**src/sv/bia_pkg.sv**
```systemverilog
// Shared types, constants and helpers for the bitmap identifier allocator.
// No dependencies; every other file refers to it by scoped names.
package bia_pkg;

    // Pool geometry: the used map is stored as 32-bit words
    localparam int POOL_BITS  = 1024;
    localparam int WORD_BITS  = 32;
    localparam int BIT_W      = 5;
    localparam int NUM_WORDS  = (POOL_BITS + WORD_BITS - 1) / WORD_BITS;
    localparam int WADDR_W    = (NUM_WORDS > 1) ? $clog2(NUM_WORDS) : 1;
    localparam int ID_W       = 16;
    localparam int POOL_CMP_W = ID_W + 1;

    localparam logic [WADDR_W-1:0]    LAST_WORD = WADDR_W'(NUM_WORDS - 1);
    localparam logic [POOL_CMP_W-1:0] POOL_SIZE = POOL_CMP_W'(POOL_BITS);

    // Bits past the end of the pool in the last word always read as used
    localparam int TAIL_BITS = POOL_BITS % WORD_BITS;
    localparam logic [WORD_BITS-1:0] LAST_PAD =
        (TAIL_BITS == 0) ? '0 : ~((WORD_BITS'(1) << TAIL_BITS) - WORD_BITS'(1));

    // Configuration port
    localparam int APB_ADDR_W = 3;
    localparam int APB_DATA_W = 32;
    localparam logic REG_IDX_ID_BASE = 1'b0;
    localparam logic [ID_W-1:0] ID_BASE_RST = 16'd1;

    // Request operation codes
    typedef enum logic {
        OP_ALLOC   = 1'b0,
        OP_RELEASE = 1'b1
    } op_t;

    // Result status codes
    typedef enum logic [1:0] {
        ST_OK        = 2'd0,
        ST_EXHAUSTED = 2'd1,
        ST_RANGE     = 2'd2
    } status_t;

    // Map memory access from the sequencer
    typedef struct packed {
        logic                 we;
        logic [WADDR_W-1:0]   waddr;
        logic [WORD_BITS-1:0] wdata;
        logic [WADDR_W-1:0]   raddr;
    } map_req_t;

endpackage

```
**src/sv/bia_req_if.sv**
```systemverilog
// Request channel of the allocator: valid/ready plus operation and id.
// Depends on bia_pkg for the id width.
interface bia_req_if;
    logic                     valid;
    logic                     ready;
    logic                     operation;
    logic [bia_pkg::ID_W-1:0] release_id;

    modport source (output valid, output operation, output release_id, input ready);
    modport sink   (input valid, input operation, input release_id, output ready);
endinterface

```
**src/sv/bia_rsp_if.sv**
```systemverilog
// Result channel of the allocator: valid/ready plus granted id and status.
// Depends on bia_pkg for the id width.
interface bia_rsp_if;
    logic                     valid;
    logic                     ready;
    logic [bia_pkg::ID_W-1:0] granted_id;
    logic [1:0]               status;

    modport source (output valid, output granted_id, output status, input ready);
    modport sink   (input valid, input granted_id, input status, output ready);
endinterface

```
**src/sv/bia_map_ram.sv**
```systemverilog
// Used-bit map storage: one write port, one read port, registered read data.
// Depends on bia_pkg for geometry and the access struct.
module bia_map_ram (
    input  logic                          clk,
    input  bia_pkg::map_req_t             mreq,
    output logic [bia_pkg::WORD_BITS-1:0] rdata
);

    logic [bia_pkg::WORD_BITS-1:0] mem [bia_pkg::NUM_WORDS];

    // Write port
    always_ff @(posedge clk)
    begin
        if (mreq.we)
        begin
            mem[mreq.waddr] <= mreq.wdata;
        end
    end

    // Registered read port
    always_ff @(posedge clk)
    begin
        rdata <= mem[mreq.raddr];
    end

endmodule

```
**src/sv/bia_ffz.sv**
```systemverilog
// Find-first-zero unit over one map word: lowest clear bit and its index.
// Depends on bia_pkg for the word width.
module bia_ffz (
    input  logic [bia_pkg::WORD_BITS-1:0] word,
    output logic                          found,
    output logic [bia_pkg::BIT_W-1:0]     bit_idx
);

    logic [bia_pkg::WORD_BITS-1:0] free_bits;
    logic [bia_pkg::WORD_BITS-1:0] lowest;

    // Isolate the lowest free bit with the two's complement trick
    assign free_bits = ~word;
    assign lowest    = free_bits & (~free_bits + bia_pkg::WORD_BITS'(1));
    assign found     = |free_bits;

    // One-hot to binary
    always_comb
    begin
        bit_idx = '0;
        for (int b = 0; b < bia_pkg::BIT_W; b++)
        begin
            for (int j = 0; j < bia_pkg::WORD_BITS; j++)
            begin
                if (((j >> b) & 1) == 1)
                begin
                    bit_idx[b] = bit_idx[b] | lowest[j];
                end
            end
        end
    end

endmodule

```
**src/sv/bia_ctrl.sv**
```systemverilog
// Sequencer of the allocator: clearing pass, word-by-word scan, release
// read-modify-write and the result register. Depends on bia_pkg, the channel
// interfaces and bia_ffz.
module bia_ctrl (
    input  logic                          clk,
    input  logic                          rst_n,
    input  logic [bia_pkg::ID_W-1:0]      id_base,
    bia_req_if.sink                       req,
    bia_rsp_if.source                     rsp,
    output bia_pkg::map_req_t             mreq,
    input  logic [bia_pkg::WORD_BITS-1:0] rdata
);

    typedef enum logic [4:0] {
        S_CLEAR = 5'b00001,
        S_IDLE  = 5'b00010,
        S_SCAN  = 5'b00100,
        S_REL   = 5'b01000,
        S_RESP  = 5'b10000
    } state_t;

    state_t                          state_reg, state_next;
    logic [bia_pkg::WADDR_W-1:0]     addr_reg, addr_next;
    logic [bia_pkg::BIT_W-1:0]       bit_reg, bit_next;
    logic [bia_pkg::ID_W-1:0]        granted_reg, granted_next;
    bia_pkg::status_t                status_reg, status_next;

    logic [bia_pkg::WORD_BITS-1:0]   scan_word;
    logic                            ffz_found;
    logic [bia_pkg::BIT_W-1:0]       ffz_bit;
    logic [bia_pkg::ID_W-1:0]        rel_diff;
    logic                            rel_in_range;
    logic [bia_pkg::WADDR_W-1:0]     rel_word;
    logic                            at_last;

    // Release index relative to the base, wrapped to 16 bits
    assign rel_diff     = req.release_id - id_base;
    assign rel_in_range = {1'b0, rel_diff} < bia_pkg::POOL_SIZE;
    assign rel_word     = rel_diff[bia_pkg::WADDR_W+bia_pkg::BIT_W-1:bia_pkg::BIT_W];
    assign at_last      = (addr_reg == bia_pkg::LAST_WORD);

    // Tail bits of the last word count as used
    assign scan_word = at_last ? (rdata | bia_pkg::LAST_PAD) : rdata;

    bia_ffz u_ffz (
        .word    (scan_word),
        .found   (ffz_found),
        .bit_idx (ffz_bit)
    );

    // Next state and map access
    always_comb
    begin
        state_next   = state_reg;
        addr_next    = addr_reg;
        bit_next     = bit_reg;
        granted_next = granted_reg;
        status_next  = status_reg;
        mreq.we      = 1'b0;
        mreq.waddr   = addr_reg;
        mreq.wdata   = '0;
        mreq.raddr   = addr_reg + bia_pkg::WADDR_W'(1);

        case (state_reg)
            S_CLEAR:
            begin
                mreq.we = 1'b1;
                if (at_last)
                begin
                    addr_next  = '0;
                    state_next = S_IDLE;
                end
                else
                begin
                    addr_next = addr_reg + bia_pkg::WADDR_W'(1);
                end
            end
            S_IDLE:
            begin
                if (req.valid)
                begin
                    if (req.operation == bia_pkg::OP_ALLOC)
                    begin
                        mreq.raddr = '0;
                        addr_next  = '0;
                        state_next = S_SCAN;
                    end
                    else if (rel_in_range)
                    begin
                        mreq.raddr = rel_word;
                        addr_next  = rel_word;
                        bit_next   = rel_diff[bia_pkg::BIT_W-1:0];
                        state_next = S_REL;
                    end
                    else
                    begin
                        granted_next = '0;
                        status_next  = bia_pkg::ST_RANGE;
                        state_next   = S_RESP;
                    end
                end
            end
            S_SCAN:
            begin
                // Read of the following word is already in flight
                if (ffz_found)
                begin
                    mreq.we      = 1'b1;
                    mreq.wdata   = rdata | (bia_pkg::WORD_BITS'(1) << ffz_bit);
                    granted_next = id_base + bia_pkg::ID_W'({addr_reg, ffz_bit});
                    status_next  = bia_pkg::ST_OK;
                    state_next   = S_RESP;
                end
                else if (at_last)
                begin
                    granted_next = '0;
                    status_next  = bia_pkg::ST_EXHAUSTED;
                    state_next   = S_RESP;
                end
                else
                begin
                    addr_next = addr_reg + bia_pkg::WADDR_W'(1);
                end
            end
            S_REL:
            begin
                mreq.we      = 1'b1;
                mreq.wdata   = rdata & ~(bia_pkg::WORD_BITS'(1) << bit_reg);
                granted_next = '0;
                status_next  = bia_pkg::ST_OK;
                state_next   = S_RESP;
            end
            S_RESP:
            begin
                if (rsp.ready)
                begin
                    state_next = S_IDLE;
                end
            end
            default:
            begin
                state_next = S_CLEAR;
                addr_next  = '0;
            end
        endcase
    end

    // Control state
    always_ff @(posedge clk or negedge rst_n)
    begin
        if (!rst_n)
        begin
            state_reg <= S_CLEAR;
            addr_reg  <= '0;
        end
        else
        begin
            state_reg <= state_next;
            addr_reg  <= addr_next;
        end
    end

    // Payload registers
    always_ff @(posedge clk)
    begin
        bit_reg     <= bit_next;
        granted_reg <= granted_next;
        status_reg  <= status_next;
    end

    // Channel outputs
    assign req.ready      = (state_reg == S_IDLE);
    assign rsp.valid      = (state_reg == S_RESP);
    assign rsp.granted_id = granted_reg;
    assign rsp.status     = status_reg;

    // One request in flight at a time
    a_single_item: assert property (@(posedge clk) disable iff (!rst_n)
        req.valid && req.ready |=> !req.ready)
        else $error("request accepted while another is in flight");

    // Map is never written while a result waits
    a_no_write_in_resp: assert property (@(posedge clk) disable iff (!rst_n)
        rsp.valid |-> !mreq.we)
        else $error("map written during result beat");

    // Only an ok allocate carries a nonzero id
    a_zero_id_on_error: assert property (@(posedge clk) disable iff (!rst_n)
        rsp.valid && rsp.status != bia_pkg::ST_OK |-> rsp.granted_id == '0)
        else $error("nonzero id on error status");

    // Map writes stay inside the pool
    a_write_in_pool: assert property (@(posedge clk) disable iff (!rst_n)
        mreq.we |-> mreq.waddr <= bia_pkg::LAST_WORD)
        else $error("map write outside pool");

    // An exhausted result only follows a scan of the last word
    a_exhaust_at_end: assert property (@(posedge clk) disable iff (!rst_n)
        state_reg == S_SCAN && state_next == S_RESP && !ffz_found |-> at_last)
        else $error("exhausted before the last word");

endmodule

```
**src/sv/bitmap_id_allocator.sv**
```systemverilog
// Top level of the bitmap identifier allocator: APB register, map memory and
// sequencer. Depends on bia_pkg, bia_req_if, bia_rsp_if, bia_map_ram, bia_ctrl.
//
// First-free identifier allocator over a 1024-bit used map kept in a
// 32 x 32-bit memory with one read and one write port. An allocate beat scans
// the map one word per cycle through the find-first-zero unit and returns
// id_base plus the index of the lowest free bit; the scan stops at the first
// word with a free bit, or after the last word when the pool is exhausted. A
// release is a read-modify-write of one word, and an out-of-range release
// goes straight to the result beat. One request is in flight at a time; a new
// request is taken the cycle after the result beat is accepted. After reset a
// clearing pass writes every one of the NUM_WORDS (32) words, during which no
// request is accepted; id_base (offset 0x0) may be written at any time the
// block is idle and does not disturb the map.
module bitmap_id_allocator (
    input  logic                           clk,
    input  logic                           rst_n,
    input  logic                           psel,
    input  logic                           penable,
    input  logic                           pwrite,
    input  logic [bia_pkg::APB_ADDR_W-1:0] paddr,
    input  logic [bia_pkg::APB_DATA_W-1:0] pwdata,
    output logic [bia_pkg::APB_DATA_W-1:0] prdata,
    output logic                           pready,
    bia_req_if.sink                        req,
    bia_rsp_if.source                      rsp
);

    logic [bia_pkg::ID_W-1:0]      id_base_reg;
    logic                          cfg_wr;
    logic                          sel_id_base;
    bia_pkg::map_req_t             mreq;
    logic [bia_pkg::WORD_BITS-1:0] rdata;

    // Register decode
    assign pready      = 1'b1;
    assign sel_id_base = (paddr[2] == bia_pkg::REG_IDX_ID_BASE);
    assign cfg_wr      = psel && penable && pwrite && pready;

    always_ff @(posedge clk or negedge rst_n)
    begin
        if (!rst_n)
        begin
            id_base_reg <= bia_pkg::ID_BASE_RST;
        end
        else if (cfg_wr && sel_id_base)
        begin
            id_base_reg <= pwdata[bia_pkg::ID_W-1:0];
        end
    end

    assign prdata = sel_id_base ?
        {{(bia_pkg::APB_DATA_W - bia_pkg::ID_W){1'b0}}, id_base_reg} : '0;

    bia_map_ram u_map (
        .clk   (clk),
        .mreq  (mreq),
        .rdata (rdata)
    );

    bia_ctrl u_ctrl (
        .clk     (clk),
        .rst_n   (rst_n),
        .id_base (id_base_reg),
        .req     (req),
        .rsp     (rsp),
        .mreq    (mreq),
        .rdata   (rdata)
    );

endmodule

```
**src/flat_wrapper.sv**
```systemverilog
// flat-port wrapper written by rule: the top's interface ports become plain ports
module bitmap_id_allocator_flat 
  (clk, rst_n, psel, penable, pwrite, paddr, pwdata, prdata, pready, req_valid, req_operation, req_release_id, req_ready, rsp_valid, rsp_granted_id, rsp_status, rsp_ready);
  bia_req_if req_i ();
  bia_rsp_if rsp_i ();
  input  logic clk;
  input  logic rst_n;
  input  logic psel;
  input  logic penable;
  input  logic pwrite;
  input  logic [bia_pkg::APB_ADDR_W-1:0] paddr;
  input  logic [bia_pkg::APB_DATA_W-1:0] pwdata;
  output logic [bia_pkg::APB_DATA_W-1:0] prdata;
  output logic pready;
  input wire logic [$bits(req_i.valid)-1:0] req_valid;
  input wire logic [$bits(req_i.operation)-1:0] req_operation;
  input wire logic [$bits(req_i.release_id)-1:0] req_release_id;
  output wire logic [$bits(req_i.ready)-1:0] req_ready;
  output wire logic [$bits(rsp_i.valid)-1:0] rsp_valid;
  output wire logic [$bits(rsp_i.granted_id)-1:0] rsp_granted_id;
  output wire logic [$bits(rsp_i.status)-1:0] rsp_status;
  input wire logic [$bits(rsp_i.ready)-1:0] rsp_ready;
  assign req_i.valid = req_valid;
  assign req_i.operation = req_operation;
  assign req_i.release_id = req_release_id;
  assign req_ready = req_i.ready;
  assign rsp_valid = rsp_i.valid;
  assign rsp_granted_id = rsp_i.granted_id;
  assign rsp_status = rsp_i.status;
  assign rsp_i.ready = rsp_ready;
  bitmap_id_allocator u_core (.clk(clk), .rst_n(rst_n), .psel(psel), .penable(penable), .pwrite(pwrite), .paddr(paddr), .pwdata(pwdata), .prdata(prdata), .pready(pready), .req(req_i), .rsp(rsp_i));
endmodule
```
**config.mk**
```make
export PLATFORM = sky130hd
export DESIGN_NAME = bitmap_id_allocator_flat
export DESIGN_NICKNAME = d
export VERILOG_FILES = /design/src/sv/bia_pkg.sv /design/src/sv/bia_req_if.sv /design/src/sv/bia_rsp_if.sv /design/src/sv/bia_map_ram.sv /design/src/sv/bia_ffz.sv /design/src/sv/bia_ctrl.sv /design/src/sv/bitmap_id_allocator.sv /design/src/flat_wrapper.sv
export SDC_FILE = /design/constraint.sdc
export NUM_CORES = 2
export LEC_CHECK = 0
export ABC_AREA = 1
export BUFFER_PORTS_ARGS = -buffer_cell sky130_fd_sc_hd__buf_2
export CAP_MARGIN = 15
export CORE_MARGIN = 4
export CORE_UTILIZATION = 60
export CTS_CLUSTER_SIZE = 14
export DETAILED_ROUTE_END_ITERATION = 7
export HOLD_SLACK_MARGIN = 0.08
export PLACE_DENSITY = 0.77
export SLEW_MARGIN = 10
export SYNTH_ARGS = -nofsm -noshare
export SYNTH_HDL_FRONTEND = slang
export SYNTH_SLANG_ARGS = --single-unit
```
**constraint.sdc**
```tcl
create_clock -name clk -period 5.5 [get_ports clk]
set_input_delay 0 -clock clk [delete_from_list [all_inputs] [get_ports clk]]
set_output_delay 0 -clock clk [all_outputs]
set_load 0.02 [all_outputs]
```
==> summary.md <==
| Metric | Value |
|---|---|
| Die height | `300 um` |
| Max-slew violation count | `0` |
| Final worst-path cycle share | `around 90%` |
| WP data arrival | `roughly 5.4 ns` |
| Worst ir drop on vdd | `0.518 mV` |
| Top Metal Used | `met5` |
| IO buf count | `76` |
| Crit. End Element | `flop` |
| Number of antenna violations at the first check in global routing | `4` |
| Vias | `roughly 38000` |
| Nets | `5226` |
| Netlist Area Pre-Place | `between 50000 and 60000 um^2` |
| DP Wirelength | `about 77000 um` |
| PwrDens | `just under 500 nW/um^2` |
| Htree depth | `3` |
| WL final | `between 100000 and 150000 um` |
| Relative slew slack | `around 17%` |
| Req. time, crit path | `just under 6 ns` |
| Horiz. Die Dim | `300 um` |
| Fmax | `a little over 200 MHz` |
| DRC Markers | `0` |
| Synthesis Warnings | `0` |
| Wl on met1 | `between 50000 and 60000 um` |
| Share of cells above drive strength 1 | `under 10%` |
| Root Buffer | `clkbuf_16` |
| Pleak | `between 20 and 25 nW` |
| Max Cap Viol | `0` |
| Setup Skew | `between 0.03 and 0.04 ns` |
| Sequential-to-total area share from yosys stat | `between 60% and 70%` |
| Post-synthesis cell type count | `56` |
| Shortest period the worst path allows | `between 4 and 5 ns` |
| Mean Syn Cell Area | `~10 um^2` |
| Initial Util | `roughly three fifths` |
| Die ar. | `about 90000 um^2` |
| Critical path class | `reg2reg` |
| Fin Setup TNS | `0 ns` |
| CP peak stage delay | `about 0.42 ns` |
| Least-Margin Pin Slew | `about 1.2 ns` |
| Met2 WL | `about 66000 um` |
| DR vias/cell | `6.00` |
| CP Launch Type | `flop` |
| Initial drt markers | `~5000` |
| Hold_ws | `~0.13 ns` |
| Met3 wire length | `between 15000 and 20000 um` |
| Critical-path maximum fanout | `5` |
| Biggest regs | `u_core.u_map.mem x1024, u_core.u_map.rdata x32` |
| Global-route wire length before repair | `approximately 210000 um` |
| Synth area leader | `edfxtp_1` |
| Largest net degree at the start of global routing | `roughly 150` |
| Crit-path slowest cell | `nor3_2` |
| DRT Pass-1 Iters | `6` |
| IO Pins | `112` |
| Top-area cell type share of the netlist area | `61.6%` |
| Top cells by area, synth | `edfxtp_1 (62%), nand3_1 (11%), nand2_1 (9.3%), inv_1 (4.9%), buf_2 (1.9%)` |
| Clock buffer depth | `3` |
| Number of synthesized register bits | `~1100` |
| Post-CTS Repair Setup Buffers | `0` |
| Worst min path class | `in2reg` |
| Clock transition at the registers of the reported paths | `approximately 0.070 ns` |
| Core area | `about 84000 um^2` |
| Biggest register | `u_core.u_map.mem` |
| RSZ-0062 raised after global routing | `false` |
| # setup viols final | `0` |
| CTS Buf Count | `110` |
| # rows | `106` |
| EDFF count, synth | `about 1000` |
| Sink Count | `between 1000 and 1500` |
| Max reg flops | `approximately 1000` |
| Later-pin clock latency in the skew report | `about 0.7 ns` |
| Syn Inst Count | `about 5100` |
| Final Hold Violating Endpoints | `0` |
| Gr ovfl total | `0` |
| CTS tree | `yes` |
| ANT nets after route | `0` |
| Drt wl/cell | `roughly 22 um` |
| Vias in the first global route | `~36000` |
| Area delta synth->final | `11.4%` |
| Top FF cell, synth | `edfxtp_1` |
| FFs w/ async S/R, synth | `about 2.4%` |
| GRT Util Overall | `between 30% and 40%` |
| Status | `completed` |
| Placer Congestion | `roughly 0.99` |
==> layout make-up <==
class	count	area, um^2
clock inverter	64	498
tap	1134	1420
timing repair buffer	232	2160
fill	5982	27100
multi-input combinational	3008	14500
antenna	1	2.50
inverter	678	2560
sequential	1105	32700
clock buffer	142	2920
==> final timing paths <==
path                                                   start                                        endpoint  slack, ns  cells past startpoint
max                            u_core.u_map.rdata[0]$_DFF_P_  u_core.u_ctrl.rsp.granted_id[13]$_SDFFCE_PN0P_       0.53                     29
min                                                pwdata[0]               u_core.id_base_reg[0]$_DFFE_PN1P_       0.13                      4
min reg2reg                u_core.id_base_reg[0]$_DFFE_PN1P_               u_core.id_base_reg[0]$_DFFE_PN1P_       0.59                      2
max in group asynchronous                              rst_n           u_core.u_ctrl.addr_reg[0]$_DFFE_PN0P_       4.85                      4
max reg2reg                    u_core.u_map.rdata[0]$_DFF_P_  u_core.u_ctrl.rsp.granted_id[13]$_SDFFCE_PN0P_       0.53                     29
min in group asynchronous                              rst_n               u_core.id_base_reg[7]$_DFFE_PN0P_       0.46                      4
==> cell usage in the layout, fill, tap and decap left out, types with 21 or more instances in the layout <==
master / count
dfxtp_1: 32
nor3_1: 24
buf_2: 76
nor2_1: 109
nand2_1: 1263
clkinv_2: 30
dlygate4sd3_1: 40
clkbuf_16: 111
nand4_1: 25
inv_1: 671
clkbuf_1: 28
a21oi_1: 46
nand3b_1: 129
nand3_1: 1152
clkinv_1: 21
nor2_4: 33
ha_1: 30
o21ai_0: 63
edfxtp_1: 1047
dfrtp_1: 24
buf_4: 72
buf_12: 35
==> kinds of logic (layout without fill, tap and decap cells) <==
logic type / count (synthesis) / after routing / share of synthesized area [%]
AND/OR/NAND/NOR: 2783 / 2783 / 24.8
other: 2 / 18 / 0.0147
adder cells (fa/ha/maj): 32 / 32 / 0.814
multiplexers: 4 / 4 / 0.0883
AO/OA/AOI/OAI: 159 / 159 / 1.71
flip-flops: 1105 / 1105 / 64.2
buffers and inverters: 988 / 1116 / 8.17
XOR/XNOR: 13 / 13 / 0.223
==> worst max-delay path: cells and delay by family, from the launching register on <==
kind | cells | cell delay [ns]
buf+inv | 2 | 0.20
compound gates | 6 | 1.06
simple gates | 20 | 2.78
fa+ha+maj | 1 | 0.30
flops | 1 | 0.40
==> metal layers <==
layer,GRT usage (%),vias to the layer above
li1,-,17200
met5,0,-
met1,42.1,18200
met3,5.45,434
met4,13.3,2
met2,49.8,2408
==> synthesized netlist by cell type (all sizes together), types with 9 or more instances <==
| cell | number |
|---|---|
| clkbuf | 43 |
| nand3b | 129 |
| edfxtp | 1047 |
| nand3 | 1156 |
| inv | 676 |
| buf | 267 |
| dfrtp | 24 |
| nand4 | 25 |
| nor2 | 152 |
| nor4 | 12 |
| a21oi | 46 |
| o21ai | 87 |
| xor2 | 9 |
| dfxtp | 32 |
| nand2 | 1272 |
| ha | 30 |
| nor3 | 29 |
==> where the power goes <==
| part | switching [W] | total, W | internal, W |
|---|---|---|---|
| registers | 0.000410 | 0.0102 | 0.00982 |
| clock network | 0.00317 | 0.00717 | 0.00399 |
| logic | 0.00749 | 0.0106 | 0.00311 |
| total | 0.0111 | 0.0280 | 0.0169 |
==> what timing repair did <==
action | CTS | global route
hold buffers | 35 | 6
endpoints found under the setup margin | 0 | 2
endpoints found under the hold margin | 53 | 6
gates resized for setup | 0 | 1
==> metrics by stage <==
| stage | std cells | worst slack [ns] | total power [W] | util, % | instance area [um^2] |
|---|---|---|---|---|---|
| global placement | 6106 | 0.716 | 0.0204 | 62.9 | 52800 |
| detailed placement | 6106 | 0.683 | 0.0206 | 62.9 | 52800 |
| floorplan | 5101 | 1.67 | 0.0177 | - | 51100 |
| global route | 6364 | 0.00967 | 0.0294 | 67.7 | 56800 |
| CTS | 6347 | 0.655 | 0.0278 | 67.4 | 56600 |
| finish | 6364 | 0.530 | 0.0280 | 67.7 | 56800 |
(Power assumes the default switching activity.)
